## src/rtl/gb3_pkg.sv

```systemverilog
package gb3_pkg;

  // Fixed field widths of the stream and the configuration port
  localparam int PIX_IN_W  = 8;
  localparam int ROW_W     = 12;
  localparam int COL_OUT_W = 10;
  localparam int WIDTH_W   = 11;
  localparam int CFG_IDX_W = 4;
  localparam int CFG_DAT_W = 12;

  // Depth of the queue between the window front and the summing back end
  localparam int QDEPTH = 4;

  // Reset frame size
  localparam int RESET_WIDTH  = 640;
  localparam int RESET_HEIGHT = 480;

  typedef enum logic [CFG_IDX_W-1:0] {
    CFG_IMAGE_WIDTH  = 4'd0,
    CFG_IMAGE_HEIGHT = 4'd1
  } cfg_reg_t;

  // Position tag that travels with every interior result
  typedef struct packed {
    logic [ROW_W-1:0]     row;
    logic [COL_OUT_W-1:0] col;
    logic                 last;
  } pos_t;

endpackage

```

## src/rtl/gb3_back.sv

```systemverilog
module gb3_back
  import gb3_pkg::*;
#(
  parameter int PW = 8
) (
  input  logic                  clk,
  input  logic                  rst,
  input  logic                  q_empty,
  output logic                  q_pop,
  input  logic [PW+3:0]         q_side,
  input  logic [PW+1:0]         q_col,
  input  pos_t                  q_pos,
  output logic                  out_valid,
  input  logic                  out_ready,
  output logic [PIX_IN_W-1:0]   blurred,
  output logic [ROW_W-1:0]      centre_row,
  output logic [COL_OUT_W-1:0]  centre_col,
  output logic                  frame_last
);

  logic [PW+3:0] sum;

  // Take the next entry when the output register is free or draining
  assign q_pop = !q_empty && (!out_valid || out_ready);
  assign sum   = q_side + (PW+4)'(q_col);

  always_ff @(posedge clk) begin
    if (rst) begin
      out_valid <= 1'b0;
    end else if (q_pop) begin
      out_valid <= 1'b1;
    end else if (out_ready) begin
      out_valid <= 1'b0;
    end
  end

  // Divide by 16 and hold the result until taken
  always_ff @(posedge clk) begin
    if (q_pop) begin
      blurred    <= PIX_IN_W'(sum[PW+3:4]);
      centre_row <= q_pos.row;
      centre_col <= q_pos.col;
      frame_last <= q_pos.last;
    end
  end

endmodule

```

## config.mk

```make
export PLATFORM = sky130hd
export DESIGN_NAME = gb3_back
export DESIGN_NICKNAME = d
export VERILOG_FILES = /design/src/rtl/gb3_pkg.sv /design/src/rtl/gb3_back.sv
export SDC_FILE = /design/constraint.sdc
export NUM_CORES = 1
export LEC_CHECK = 0
export ABC_AREA = 1
export ABC_CLOCK_PERIOD_IN_PS = 2930
export BUFFER_PORTS_ARGS = -buffer_cell sky130_fd_sc_hd__buf_4
export CAP_MARGIN = 40
export CORE_MARGIN = 4
export CORE_UTILIZATION = 40
export DETAILED_ROUTE_END_ITERATION = 8
export PLACE_DENSITY = 0.72
export SKIP_LAST_GASP = 1
export SLEW_MARGIN = 15
export SYNTH_ARGS = -nofsm -noshare
export SYNTH_HDL_FRONTEND = slang
export SYNTH_SLANG_ARGS = --single-unit
```

## constraint.sdc

```tcl
create_clock -name clk -period 2.93 [get_ports clk]
set_input_delay 0.1465 -clock clk [delete_from_list [all_inputs] [get_ports clk]]
set_output_delay 0.1465 -clock clk [all_outputs]
set_load 0.03 [all_outputs]
```

==> results_dict.tcl <==
set metrics [dict create \
    outcome "finished clean" \
    fin_area_sq_um 2347 \
    p_int_w 0.0008334 \
    dr.pass1.iters 4 \
    critical_path_class "reg -> out" \
    synth_top_area_share_pct 58.68 \
    port_buffers 81 \
    yosysTopAreaCell "edfxtp_1" \
    start_util_pct 42.38 \
    fin_nets 306 \
    finClkSkew_ns 0.004766 \
    drv_cap 0 \
    post_cts_buffers 0 \
    core_sq_um 3744 \
    ys_ff_latch 32 \
    avgRoutedWirePerCell_um 12.34 \
    drive_above_1_share_pct 40.96 \
    p_per_area_nw_per_um2 490.6 \
    hold_violations 0 \
    min_period_ns 1.472 \
    die_area_sq_um 5038 \
    fp.dieW_um 70.98 \
    htreeDepth 2 \
    place_area_sq_um 2266 \
    clock.fmax_ghz 0.6796 \
    cts_buffer_depth 2 \
    instances_no_fill 297 \
    syn_inst 159 \
    tightest_slew_ns 0.3854 \
    worstPathRequired_ns 2.78 \
    clk_pin_slew_ns 0.06 \
    critPathLaunchType "flop" \
    syn_area_sq_um 1587 \
    layout_commonest_cell "buf_4" \
    viasPerCell 4.609 \
    seqPwrFrac_pct 48.1 \
    synthesis.nets 217 \
    grt_pass1_vias 1382 \
    ys_warn_count 0 \
    drc 0 \
    drv_slew 0 \
    synthTopCellsByArea "edfxtp_1 (59%), nand2_1 (13%), ha_1 (7.1%)" \
    switching_power_w 0.0003181 \
    layout_common_cells "buf_4 (82), nand2_1 (53), edfxtp_1 (31), inv_1 (25)" \
    fin_crit_sh_pct 50.22 \
    worst_ep_arrival_time_ns 1.33 \
    boundaryPins 82 \
    diodes 0 \
    grt.total_usage_pct 15.43 \
    power_leakage_nw 1.182 \
    rsz0062_at_grt "false" \
    rows 22 \
    ir_drop_v 0.0002122 \
    gp_congestion 0.8723 \
    ant_nets 0 \
    drt_iter0_drc 70 \
    cts_root_buf "clkbuf_8" \
    setup_viol 0 \
    hold_path_class "in -> reg" \
    r2r_setup_slack_ns 1.76 \
    fin_setup_tns_ns 0 \
    yosysSeqAreaShare_pct 59.94 \
    dp_hpwl_mm 3.109 \
    clk_latency_ns 0.27 \
    syn_to_final_growth_pct 47.95 \
    numCtsBuffers 5 \
    end_kind "primary output" \
    synth.distinct_cells 16 \
    clock-sinks 32 \
    slew-limit-headroom_pct 74.31 \
    grt_pass1_wl_mm 6.030 \
    dp_cells 289 \
    postSynthAreaPerCell_sq_um 9.978 \
    clkPwrFrac_pct 26.4 \
    wirelength_mm 3.666 \
    vias 1369 \
    power.total_w 0.001152 \
    grt_start_max_net_pins 33 \
    comb_power_share_pct 25.5 \
    p_sw_share_pct 27.63 \
    die-height_um 70.98 \
    antenna_found_initial 0 \
    cts_tree "done" \
    cts_resized 0 \
    hold_buffers 0 \
    overflow 0 \
    critPathMaxFanout 32 \
]
-- logic make-up after synthesis --
| logic type | Yosys count | share of synthesized area, % |
|---|---|---|
| AOI/OAI and AO/OA | 7 | 3.076 |
| xor gates and xnor gates | 2 | 1.104 |
| adders and majority gates | 9 | 7.098 |
| buffers and inverters | 28 | 6.625 |
| DFF | 32 | 59.94 |
| and+or+nand+nor | 81 | 22.16 |
-- synthesized netlist by cell type --
cell      count
inv_2         3
xor2_1        2
a21boi_0      1
nor2_1        5
edfxtp_1     31
dfxtp_1       1
ha_1          9
nand2_2       6
nor2_2        3
o21ai_4       1
nand2_1      53
nand4_1       4
inv_1        25
a21oi_1       5
nand3_1       9
nand3b_1      1
-- path summary, 6_finish.rpt --
path,cells after the start,to,startpoint
hold reg to reg,2,out_valid$_SDFFE_PP0P_,out_valid$_SDFFE_PP0P_
setup reg to reg,2,centre_row[10]$_DFFE_PP_,out_valid$_SDFFE_PP0P_
hold / removal,2,out_valid$_SDFFE_PP0P_,rst
setup / recovery,3,q_pop,out_valid$_SDFFE_PP0P_
-- power groups by stage --
| stage | Clock [W] | Sequential (W) | Combinational (W) |
|---|---|---|---|
| after global placement | 0 | 0.000563 | 0.000293 |
| after floorplan | 0 | 0.000631 | 0.000105 |
| after detailed placement | 0 | 0.000564 | 0.000296 |
| after CTS | 0.000315 | 0.000555 | 0.000297 |
| final | 0.000304 | 0.000554 | 0.000294 |
| after global routing | 0.000330 | 0.000558 | 0.000322 |
-- state kept, by name (all words and copies together), names as in the netlist --
register    count
blurred         8
centre_col     10
centre_row     12
frame_last      1
out_valid       1
-- cell type report --
class / instances / area (sq um)
Fill cell: 326 / 1396
Sequential cell: 32 / 950.9
Timing Repair Buffer: 82 / 615.6
Multi-Input combinational cell: 99 / 534.3
Inverter: 28 / 105.1
Clock buffer: 7 / 76.32
Tap cell: 48 / 60.06
Clock inverter: 1 / 5.005
-- worst max-delay path: stages, from the launching register on --
cell and delay (ns):
dfxtp_1 0.33, a21oi_2 0.13, buf_4 0.36, buf_4 0.24
-- metrics by stage --
step,hold WS (ns),setup slack (ns),util (%)
floorplan,0.2156,0.04650,-
global placement,0.3038,1.484,60.53
detailed placement,0.3066,1.473,60.53
CTS,0.01523,1.431,62.70
global route,0.01944,1.368,62.70
finish,0.02394,1.458,62.70
-- routing by layer --
metal | wire length [um] | GRT usage (%) | vias to the layer above
li1 | - | - | 697
met1 | 1619 | 18.71 | 594
met2 | 1567 | 24.92 | 74
met3 | 436 | 5.540 | 4
met4 | 42 | 6.263 | 0
met5 | 0 | 0 | -
(Power assumes the default switching activity.)
