<file path="src/rtl/gb3_fifo.sv">
module gb3_fifo #(
  parameter int WIDTH = 8,
  parameter int DEPTH = 4
) (
  input  logic                         clk,
  input  logic                         rst,
  input  logic                         push,
  input  logic [WIDTH-1:0]             push_data,
  input  logic                         pop,
  output logic [WIDTH-1:0]             pop_data,
  output logic                         empty,
  output logic [$clog2(DEPTH+1)-1:0]   count
);

  localparam int PW = (DEPTH > 1) ? $clog2(DEPTH) : 1;
  localparam int CNW = $clog2(DEPTH + 1);

  logic [WIDTH-1:0] slots [DEPTH];
  logic [PW-1:0]    wr_ptr;
  logic [PW-1:0]    rd_ptr;
  logic [CNW-1:0]   fill;

  assign pop_data = slots[rd_ptr];
  assign empty    = (fill == '0);
  assign count    = fill;

  // Store the incoming transaction
  always_ff @(posedge clk) begin
    if (push) begin
      slots[wr_ptr] <= push_data;
    end
  end

  // Advance pointers and the fill level
  always_ff @(posedge clk) begin
    if (rst) begin
      wr_ptr <= '0;
      rd_ptr <= '0;
      fill   <= '0;
    end else begin
      if (push) begin
        wr_ptr <= (wr_ptr == PW'(DEPTH - 1)) ? '0 : wr_ptr + PW'(1);
      end
      if (pop) begin
        rd_ptr <= (rd_ptr == PW'(DEPTH - 1)) ? '0 : rd_ptr + PW'(1);
      end
      if (push && !pop) begin
        fill <= fill + CNW'(1);
      end else if (pop && !push) begin
        fill <= fill - CNW'(1);
      end
    end
  end

endmodule

</file>
<file path="config.mk">
export PLATFORM = sky130hd
export DESIGN_NAME = gb3_fifo
export DESIGN_NICKNAME = d
export VERILOG_FILES = /design/src/rtl/gb3_fifo.sv
export SDC_FILE = /design/constraint.sdc
export NUM_CORES = 1
export LEC_CHECK = 0
export BUFFER_PORTS_ARGS = -buffer_cell sky130_fd_sc_hd__buf_2
export CAP_MARGIN = 20
export CELL_PAD_IN_SITES_DETAIL_PLACEMENT = 0
export CELL_PAD_IN_SITES_GLOBAL_PLACEMENT = 1
export CORE_MARGIN = 2
export CORE_UTILIZATION = 46
export DETAILED_ROUTE_END_ITERATION = 8
export PLACE_DENSITY_LB_ADDON = 0.1
export RECOVER_POWER = 50
export SYNTH_ARGS = -nofsm -noshare
export SYNTH_HDL_FRONTEND = slang
export SYNTH_SLANG_ARGS = --single-unit
</file>
<file path="constraint.sdc">
create_clock -name clk -period 2 [get_ports clk]
set_clock_uncertainty 0.1 [all_clocks]
set_input_delay 0.1 -clock clk [delete_from_list [all_inputs] [get_ports clk]]
set_output_delay 0.1 -clock clk [all_outputs]
set_load 0.005 [all_outputs]
</file>
==> impl_metrics.toml, run 1 <==
[place]
gp_congestion = 0.6678
dp_hpwl_mm = 1.595
io_buffers = 23

[routing]
ant_nets = 0
drtPass1Iterations = 3
wire_per_inst_um = 14.02
drc_errors = 0
vias = 840
vias_per_cell = 4.884
drt_iter0_drc = 12
routed_wl_mm = 2.411

[clock_network]
cts_made_buffers = 5
h-tree-depth = 2
post_cts_buffers = 0
cts_num_sinks = 41
cts.clk_slew.worst_paths_ns = 0.12
worstSkewPairLatency_ns = 0.33
post_cts_resize_count = 0
clockRootBuffer = "clkbuf_4"
cts_buffer_depth = 2
tritoncts = "done"
cts_hold_buf = 11

[floorplan]
fp-row-count = 21
coreArea_um2 = 3337
die_h_um = 62.80
die_w_um = 62.80
die_area_um2 = 3943
start_util = 0.4766
ios = 24

[sta]
slew_headroom = 0.7044
whs_ns = 0.4194
setup_viol = 0
maxSlewViolCount = 0
hold_violations = 0
rsz0062_at_grt = "no"
tightest_slew_ns = 0.4434
fin_crit_sh = 0.9358
tns_ns = 0
fmax_mhz = 534.3
finalCriticalPeriod_ns = 1.872

[finish]
n_fill_cell = 276
fin_nets = 144
layout_common_cells = "edfxtp_1 (32), buf_2 (14), dlygate4sd3_1 (11)"
seq_area_um2 = 1141
diodes = 0
final_common_cell = "edfxtp_1"
multi_input_area_um2 = 417.9
drive_above_1_share = 0.2381
area_growth_pct = 21.56

[worst_setup_path]
cp_max_fo = 3
arrival_ns = 2.05
critPathKind = "in -> reg"
rr_startpoint = "count[0]"
cp.required_ns = 2.18
cp-startpoint = "pop"
worstSetupEndpointType = "flop"
critPathLaunchType = "input port"

[global_route]
overflow = 0
grt_max_degree = 13
grt_pass1_wl_mm = 3.905
antenna_found_initial = 0
grt_usage = 0.1370
grt_pass1_vias = 819

[synthesis]
yosys.area.top_type_share = 0.6042
synthCells = 85
syn_area_um2 = 1590
ys_seq_area_frac = 0.7175
yosysUniqueCellTypes = 17
ys_seq_elements = 41
yosysWarnings = 0
syn-num-nets = 104
avgSynthCellArea_um2 = 18.71
synth_top_cells_by_area = "edfxtp_1 (60%), dfxtp_1 (11%), mux4_2 (11%)"
yosysTopAreaCell = "edfxtp_1"

[power]
max-vdd-ir-drop_mv = 0.4834
p_leak_uw = 0.0007113
p_per_area_nw_per_um2 = 876.8

[worst_hold_path]
hold_path.class = "reg -> reg"
hp-start = "count[2]"

[run]
drv_cap = 0

[outcome]
status = "finished clean"
-- state kept, by name, indices dropped and copies added, names as in the netlist, named ones only --
name,flops
rd_ptr,2
slots,32
wr_ptr,2
count,3
-- metal layers --
metal,vias to the layer above,global-route usage,share of wire
met5,-,0,0
met4,0,0.05833,0.019
met3,6,0.04865,0.047
met2,22,0.2258,0.51
met1,407,0.1632,0.42
li1,405,-,-
-- synth_stat cells --
| cell type | instances |
|---|---|
| a21oi_1 | 2 |
| xor2_1 | 2 |
| and2_1 | 4 |
| nor3_1 | 1 |
| nor3b_1 | 1 |
| ha_1 | 6 |
| or3_1 | 1 |
| buf_6 | 1 |
| nor2_1 | 7 |
| mux4_2 | 8 |
| mux2i_1 | 4 |
| inv_1 | 4 |
| o21ai_0 | 1 |
| fa_1 | 1 |
| edfxtp_1 | 32 |
| clkbuf_2 | 1 |
| dfxtp_1 | 9 |
-- metrics by stage --
stage	cells	worst slack, ns	instance area [um^2]	power [uW]	util
4_1_cts	172	0.1419	1944	1723	0.5827
3_3_place_gp	153	0.3787	1754	1202	0.5257
6_report	172	0.1284	1933	1695	0.5793
3_5_place_dp	153	0.3368	1754	1207	0.5257
5_1_grt	172	0.04474	1933	1786	0.5793
2_1_floorplan	85	0.4956	1590	1127	-
-- final timing paths --
path | endpoint | slack, ns | cells after the start
max reg2reg | count[2] | 0.43 | 4
min | count[2] | 0.42 | 2
min reg2reg | count[2] | 0.42 | 2
max | count[2] | 0.13 | 9
-- where the power goes --
part	internal [uW]	switching, uW	total [uW]	leakage (uW)
Clock	249	249	497	0.0000437
Combinational	110	90.2	201	0.000299
Sequential	968	29.0	997	0.000368
-- worst max-delay path: stages --
cell and delay [ns]:
dlygate4sd3_1 0.53, clkbuf_1 0.13, inv_1 0.08, ha_1 0.18
inv_1 0.06, fa_1 0.38, xor2_1 0.16, or3_1 0.30
a21oi_1 0.14
-- cells by family (layout without fill, tap and decap cells) --
kind of cell	count (synthesis)	after routing	synth area share
buf+inv	6	47	0.01966
xor+xnor	2	2	0.01102
simple gates	14	14	0.04406
flops	41	41	0.7175
fa+ha+maj	7	7	0.05979
mux	12	12	0.1385
compound gates	3	3	0.009439
-- cell type report --
cell class,instances,area share
clock buffer,8,0.04142
inverter,4,0.007767
multi-input combinational,38,0.2162
sequential,41,0.5903
tap,46,0.02977
timing repair buffer,35,0.1146
No activity file was read; power rests on OpenSTA's default activity.
==> inputs of run 2 (changes only) <==
--- a/config.mk
+++ b/config.mk
@@ -7,12 +7,10 @@
 export LEC_CHECK = 0
 export BUFFER_PORTS_ARGS = -buffer_cell sky130_fd_sc_hd__buf_2
 export CAP_MARGIN = 20
-export CELL_PAD_IN_SITES_DETAIL_PLACEMENT = 0
-export CELL_PAD_IN_SITES_GLOBAL_PLACEMENT = 1
 export CORE_MARGIN = 2
-export CORE_UTILIZATION = 46
+export CORE_UTILIZATION = 54
 export DETAILED_ROUTE_END_ITERATION = 8
-export PLACE_DENSITY_LB_ADDON = 0.1
+export PLACE_DENSITY = 0.76
 export RECOVER_POWER = 50
 export SYNTH_ARGS = -nofsm -noshare
 export SYNTH_HDL_FRONTEND = slang
==> run 2 against run 1 <==
Effect of this change:
- core utilization up 9.1 points
- setup slack better by 0.15 ns
- critical path depth down 6
- critical path type is now reg -> out
- largest cell class unchanged
==> impl_metrics.toml, run 2 (synthesized netlist as in run 1, its figures left out) <==
[outcome]
status = "finished clean"

[floorplan]
die_w_um = 58.27
die_h_um = 58.27
start_util = 0.5717
ios = 24
die_area_um2 = 3395
fp-row-count = 19
coreArea_um2 = 2781

[power]
p_per_area_nw_per_um2 = 838.6
p_leak_uw = 0.0006888
max-vdd-ir-drop_mv = 0.7549

[run]
drv_cap = 0

[routing]
vias = 808
drtPass1Iterations = 3
drc_errors = 0
wire_per_inst_um = 14.50
drt_iter0_drc = 7
ant_nets = 0
routed_wl_mm = 2.247
vias_per_cell = 5.213

[sta]
hold_violations = 0
maxSlewViolCount = 0
finalCriticalPeriod_ns = 1.718
fmax_mhz = 582.0
tightest_slew_ns = 0.4333
fin_crit_sh = 0.8591
tns_ns = 0
rsz0062_at_grt = "no"
setup_viol = 0
slew_headroom = 0.7111

[global_route]
overflow = 0
grtUsageMet3 = 0.04688
antenna_found_initial = 0
grt_pass1_vias = 801
grt_usage = 0.1539
top_usage_layer = "met2"
use_met1 = 0.1801
grt_pass1_wl_mm = 3.636
grt_max_degree = 12
met2_usage = 0.2552

[worst_setup_path]
crit_path_end = "pop_data[6]"
arrival_ns = 1.52
ff2ff_setup_slack_ns = 0.43
critPathKind = "reg -> out"
reg2reg_depth = 4
critPathLaunchType = "flop"
worstSetupEndpointType = "output pin"
regToRegEndpoint = "count[2]"
cp_max_fo = 8
rr_startpoint = "count[0]"
cp.required_ns = 1.80

[finish]
largest_register = "slots"
layout_common_cells = "edfxtp_1 (32), buf_2 (14), clkbuf_1 (11)"
fin_nets = 142
multi_input_area_um2 = 417.9
final_common_cell = "edfxtp_1"
instances_no_fill = 155
largest_register_ffs = 32
area_growth_pct = 17.23
drive_above_1_share = 0.2339
seq_area_um2 = 1141
n_fill_cell = 211
diodes = 0
design_area_um2 = 1864

[clock_network]
post_cts_resize_count = 0
cts_made_buffers = 5
cts_hold_buf = 9
post_cts_buffers = 0
tritoncts = "done"
cts_num_sinks = 41
worstSkewPairLatency_ns = 0.33
clockRootBuffer = "clkbuf_4"
h-tree-depth = 2
cts_buffer_depth = 2
cts.clk_slew.worst_paths_ns = 0.10

[place]
place_area_um2 = 1735
placedCellCount = 138
dp_hpwl_mm = 1.511
io_buffers = 23
gp_congestion = 0.7385

[worst_hold_path]
hold_path.class = "in -> reg"
-- run 2: where the power goes --
part	switching (uW)	internal, uW	total, uW	leakage [uW]
Sequential	29.7	968	998	0.000368
Clock	228	140	368	0.0000265
Combinational	88.9	108	197	0.000294
-- run 2: cell type report --
class | count | area share
Sequential cell | 41 | 0.6121
Multi-Input combinational cell | 38 | 0.2242
Timing Repair Buffer | 33 | 0.1087
Clock buffer | 8 | 0.02617
Tap cell | 31 | 0.02081
Inverter | 4 | 0.008054
-- run 2: how the worst min path moves through the flow --
stage | cells after the start | to | startpoint
final | 3 | flop | pop
after global routing | 3 | rd_ptr[1] | pop
after CTS | 3 | wr_ptr[0] | push
after detailed placement | 1 | slots[0][5] | push_data[5]
after global placement | 1 | slots[0][0] | push_data[0]
after floorplan | 1 | count[2] | rst
-- run 2: stage by stage --
stage,util,hold WS (ns),total power (uW),worst slack [ns]
3_5_place_dp,0.6239,0.2193,1206,0.3185
4_1_cts,0.6739,0.01207,1585,0.2451
3_3_place_gp,0.6239,0.2112,1199,0.3740
2_1_floorplan,-,0.06907,1127,0.4956
6_report,0.6703,0.01329,1563,0.2819
5_1_grt,0.6703,0.00009082,1642,0.2050
-- run 2: critical path, cell delays in order, from the launching register on --
cell	delay (ns)
dfxtp_1	0.32
buf_4	0.20
mux4_2	0.53
buf_2	0.14
-- run 2: routing by layer --
| layer | vias to the layer above | share of wire | wire length [um] |
|---|---|---|---|
| li1 | 401 | - | - |
| met1 | 383 | 0.42 | 939 |
| met2 | 19 | 0.52 | 1172 |
| met3 | 5 | 0.042 | 95 |
| met4 | 0 | 0.017 | 38 |
| met5 | - | 0 | 0 |
==> inputs of run 3 (changes only) <==
--- a/config.mk
+++ b/config.mk
@@ -5,12 +5,13 @@
 export SDC_FILE = /design/constraint.sdc
 export NUM_CORES = 1
 export LEC_CHECK = 0
+export ABC_AREA = 1
 export BUFFER_PORTS_ARGS = -buffer_cell sky130_fd_sc_hd__buf_2
 export CAP_MARGIN = 20
 export CORE_MARGIN = 2
-export CORE_UTILIZATION = 54
+export CORE_UTILIZATION = 45
 export DETAILED_ROUTE_END_ITERATION = 8
-export PLACE_DENSITY = 0.76
+export PLACE_DENSITY = 0.65
 export RECOVER_POWER = 50
 export SYNTH_ARGS = -nofsm -noshare
 export SYNTH_HDL_FRONTEND = slang
==> run 3 against run 2 <==
Effect of this change:
- via count rose by 33%
- combinational power is 9% higher
- first-iteration DRC count grew to 5.9 times the previous value
- critical path depth is 1 higher
- largest cell class unchanged
- largest power group unchanged
- highest routed layer unchanged
==> impl_metrics.toml, run 3 <==
[clock_network]
cts_buffer_depth = 2
post_cts_buffers = 0
cts_made_buffers = 5
worstSkewPairLatency_ns = 0.33
tritoncts = "done"
h-tree-depth = 2
cts_num_sinks = 41
clockRootBuffer = "clkbuf_4"
cts.clk_slew.worst_paths_ns = 0.12

[floorplan]
coreArea_um2 = 3416
die_area_um2 = 4159
die_w_um = 64.49
start_util = 0.4821
die_h_um = 64.49
fp-row-count = 21
ios = 24

[sta]
tns_ns = 0
tightest_slew_ns = 0.3740
slew_headroom = 0.7504
finalCriticalPeriod_ns = 1.828
whs_ns = 0.01362
hold_violations = 0
maxSlewViolCount = 0
rsz0062_at_grt = "no"
fmax_mhz = 547.0
setup_viol = 0
worst_slack_ns = 0.1718
fin_crit_sh = 0.9141

[worst_setup_path]
regToRegEndpoint = "slots[0][7]"
arrival_ns = 1.63
critPathKind = "reg -> out"
cp.required_ns = 1.80
rr_startpoint = "wr_ptr[0]"
crit_family = "flip-flops"
slowest_stage = "dfxtp_1"
worstSetupEndpointType = "output pin"
critPathLaunchType = "flop"
path_cells = "inv_2 -> o21ai_0 -> o22ai_1 -> buf_2"
ff2ff_setup_slack_ns = 0.63
cp_max_fo = 16
cp.buffers_inverters = 2
reg2reg_depth = 4
cpPeakStageDelay_ns = 0.56

[finish]
design_area_um2 = 1948
layout_common_cells = "edfxtp_1 (32), nor2_1 (22), inv_1 (15), o21ai_0 (15), buf_2 (14)"
largest_register = "slots"
diodes = 0
multi_input_area_um2 = 422.9
drive_above_1_share = 0.1609
area_growth_pct = 18.31
n_fill_cell = 298
largest_register_ffs = 32
fin_nets = 192
seq_area_um2 = 1141
final_common_cell = "edfxtp_1"

[synthesis]
ys_seq_elements = 41
synth_top_cells_by_area = "edfxtp_1 (58%), dfxtp_1 (11%), nor2_1 (5.0%)"
yosysTopAreaCell = "edfxtp_1"
yosysUniqueCellTypes = 19
synth_compound_area_frac = 0.1018
synthSimpleGateAreaFrac = 0.09195
post-synth-top-count-cell = "edfxtp_1"
yosys.area.top_type_share = 0.5836
synth_edf_count = 32
synth_xor_area_frac = 0.005319
async_reset_ff_frac = 0
ys.flop_type = "edfxtp_1"
syn-num-nets = 153
syn_area_um2 = 1647
synthAdderAreaFrac = 0.05775
synthTopCellsByCount = "edfxtp_1 (32), nor2_1 (22), inv_1 (15), o21ai_0 (15), dfxtp_1 (9)"
ys_seq_area_frac = 0.6930
synthCells = 134
avgSynthCellArea_um2 = 12.29
yosysWarnings = 0
synth_top_family_by_area = "compound AO/OA/AOI/OAI gates"
synthMuxAreaShare = 0

[worst_hold_path]
holdPathEnd = "wr_ptr[1]"
hp-start = "push"
hold_path.class = "in -> reg"
holdPathStages = 3

[place]
io_buffers = 23
gp_congestion = 0.8239
place_area_um2 = 1804
dp_slack_ns = 0.5406
dp_hpwl_mm = 1.957

[global_route]
grt_pass1_wl_mm = 4.850
grt_pass1_vias = 1064
overflow = 0
grt_max_degree = 17
grt_usage = 0.1603
antenna_found_initial = 0

[routing]
ant_nets = 0
drc_errors = 0
drtPass1Iterations = 4
vias_per_cell = 4.873
wire_per_inst_um = 13.24
routed_wl_mm = 2.913
drt_iter0_drc = 41
vias = 1072

[power]
max-vdd-ir-drop_mv = 0.5729
p_per_area_nw_per_um2 = 817.3
power_uw = 1592
p_leak_uw = 0.0007703

[run]
drv_cap = 0

[outcome]
status = "finished clean"
## run 3: cell count changes after synthesis, sizes merged, moves of 2 or more
cell,previous run,this run
inv,4,16
nor3,1,3
o21ai,1,19
and2,4,0
o22ai,0,8
nand2,0,8
mux2i,4,0
mux4,8,0
nor2,7,24
## run 3: cells by family after synthesis
family / after synthesis
flip-flops: 41
AND/OR/NAND/NOR: 37
buffers and inverters: 18
adder cells (fa/ha/maj): 7
XOR/XNOR: 1
AO/OA/AOI/OAI: 30
## run 3: repair_timing
action / CTS / global route
endpoints found under the hold margin: 38 / 0
hold buffers: 10 / 0
resized for setup: 0 / 0
## run 3: through the flow
| stage | std cells | util |
|---|---|---|
| detailed placement | 202 | 0.5282 |
| global placement | 202 | 0.5282 |
| finish | 220 | 0.5703 |
| floorplan | 134 | - |
| global route | 220 | 0.5703 |
| CTS | 220 | 0.5736 |
## run 3: final cells by class
class / instances / area share
flip-flops and latches: 41 / 0.5857
multi-input cells: 75 / 0.2171
repair buffers: 34 / 0.1085
inverters: 16 / 0.03083
well taps: 46 / 0.02954
clock buffers: 5 / 0.01927
clock inverters: 3 / 0.008992
## run 3: report_power, final
group / switching (uW) / internal [uW]
clock network: 249 / 133
logic: 120 / 93.7
registers: 31.7 / 965
## run 3: how the worst max path moves through the flow
stage                  start          end  slack (ns)  cells after the start
global placement         pop     count[2]        0.60                     11
finish                  flop  pop_data[5]        0.17                      4
floorplan           count[0]     count[2]        0.74                      7
detailed placement       pop     count[2]        0.54                     11
global route            flop  pop_data[5]       0.006                      4
CTS                     flop  pop_data[5]        0.16                      4
## run 3: worst min-delay path, stage by stage
cell     delay [ns]
buf_2          0.14
inv_1          0.10
a21oi_1        0.07
## run 3: routing by layer
layer	global-route usage	part of all wire	vias to the layer above
met3	0.04861	0.037	7
met2	0.2565	0.50	18
met4	0.1011	0.026	0
met1	0.1886	0.43	504
met5	0	0	-
li1	-	-	543
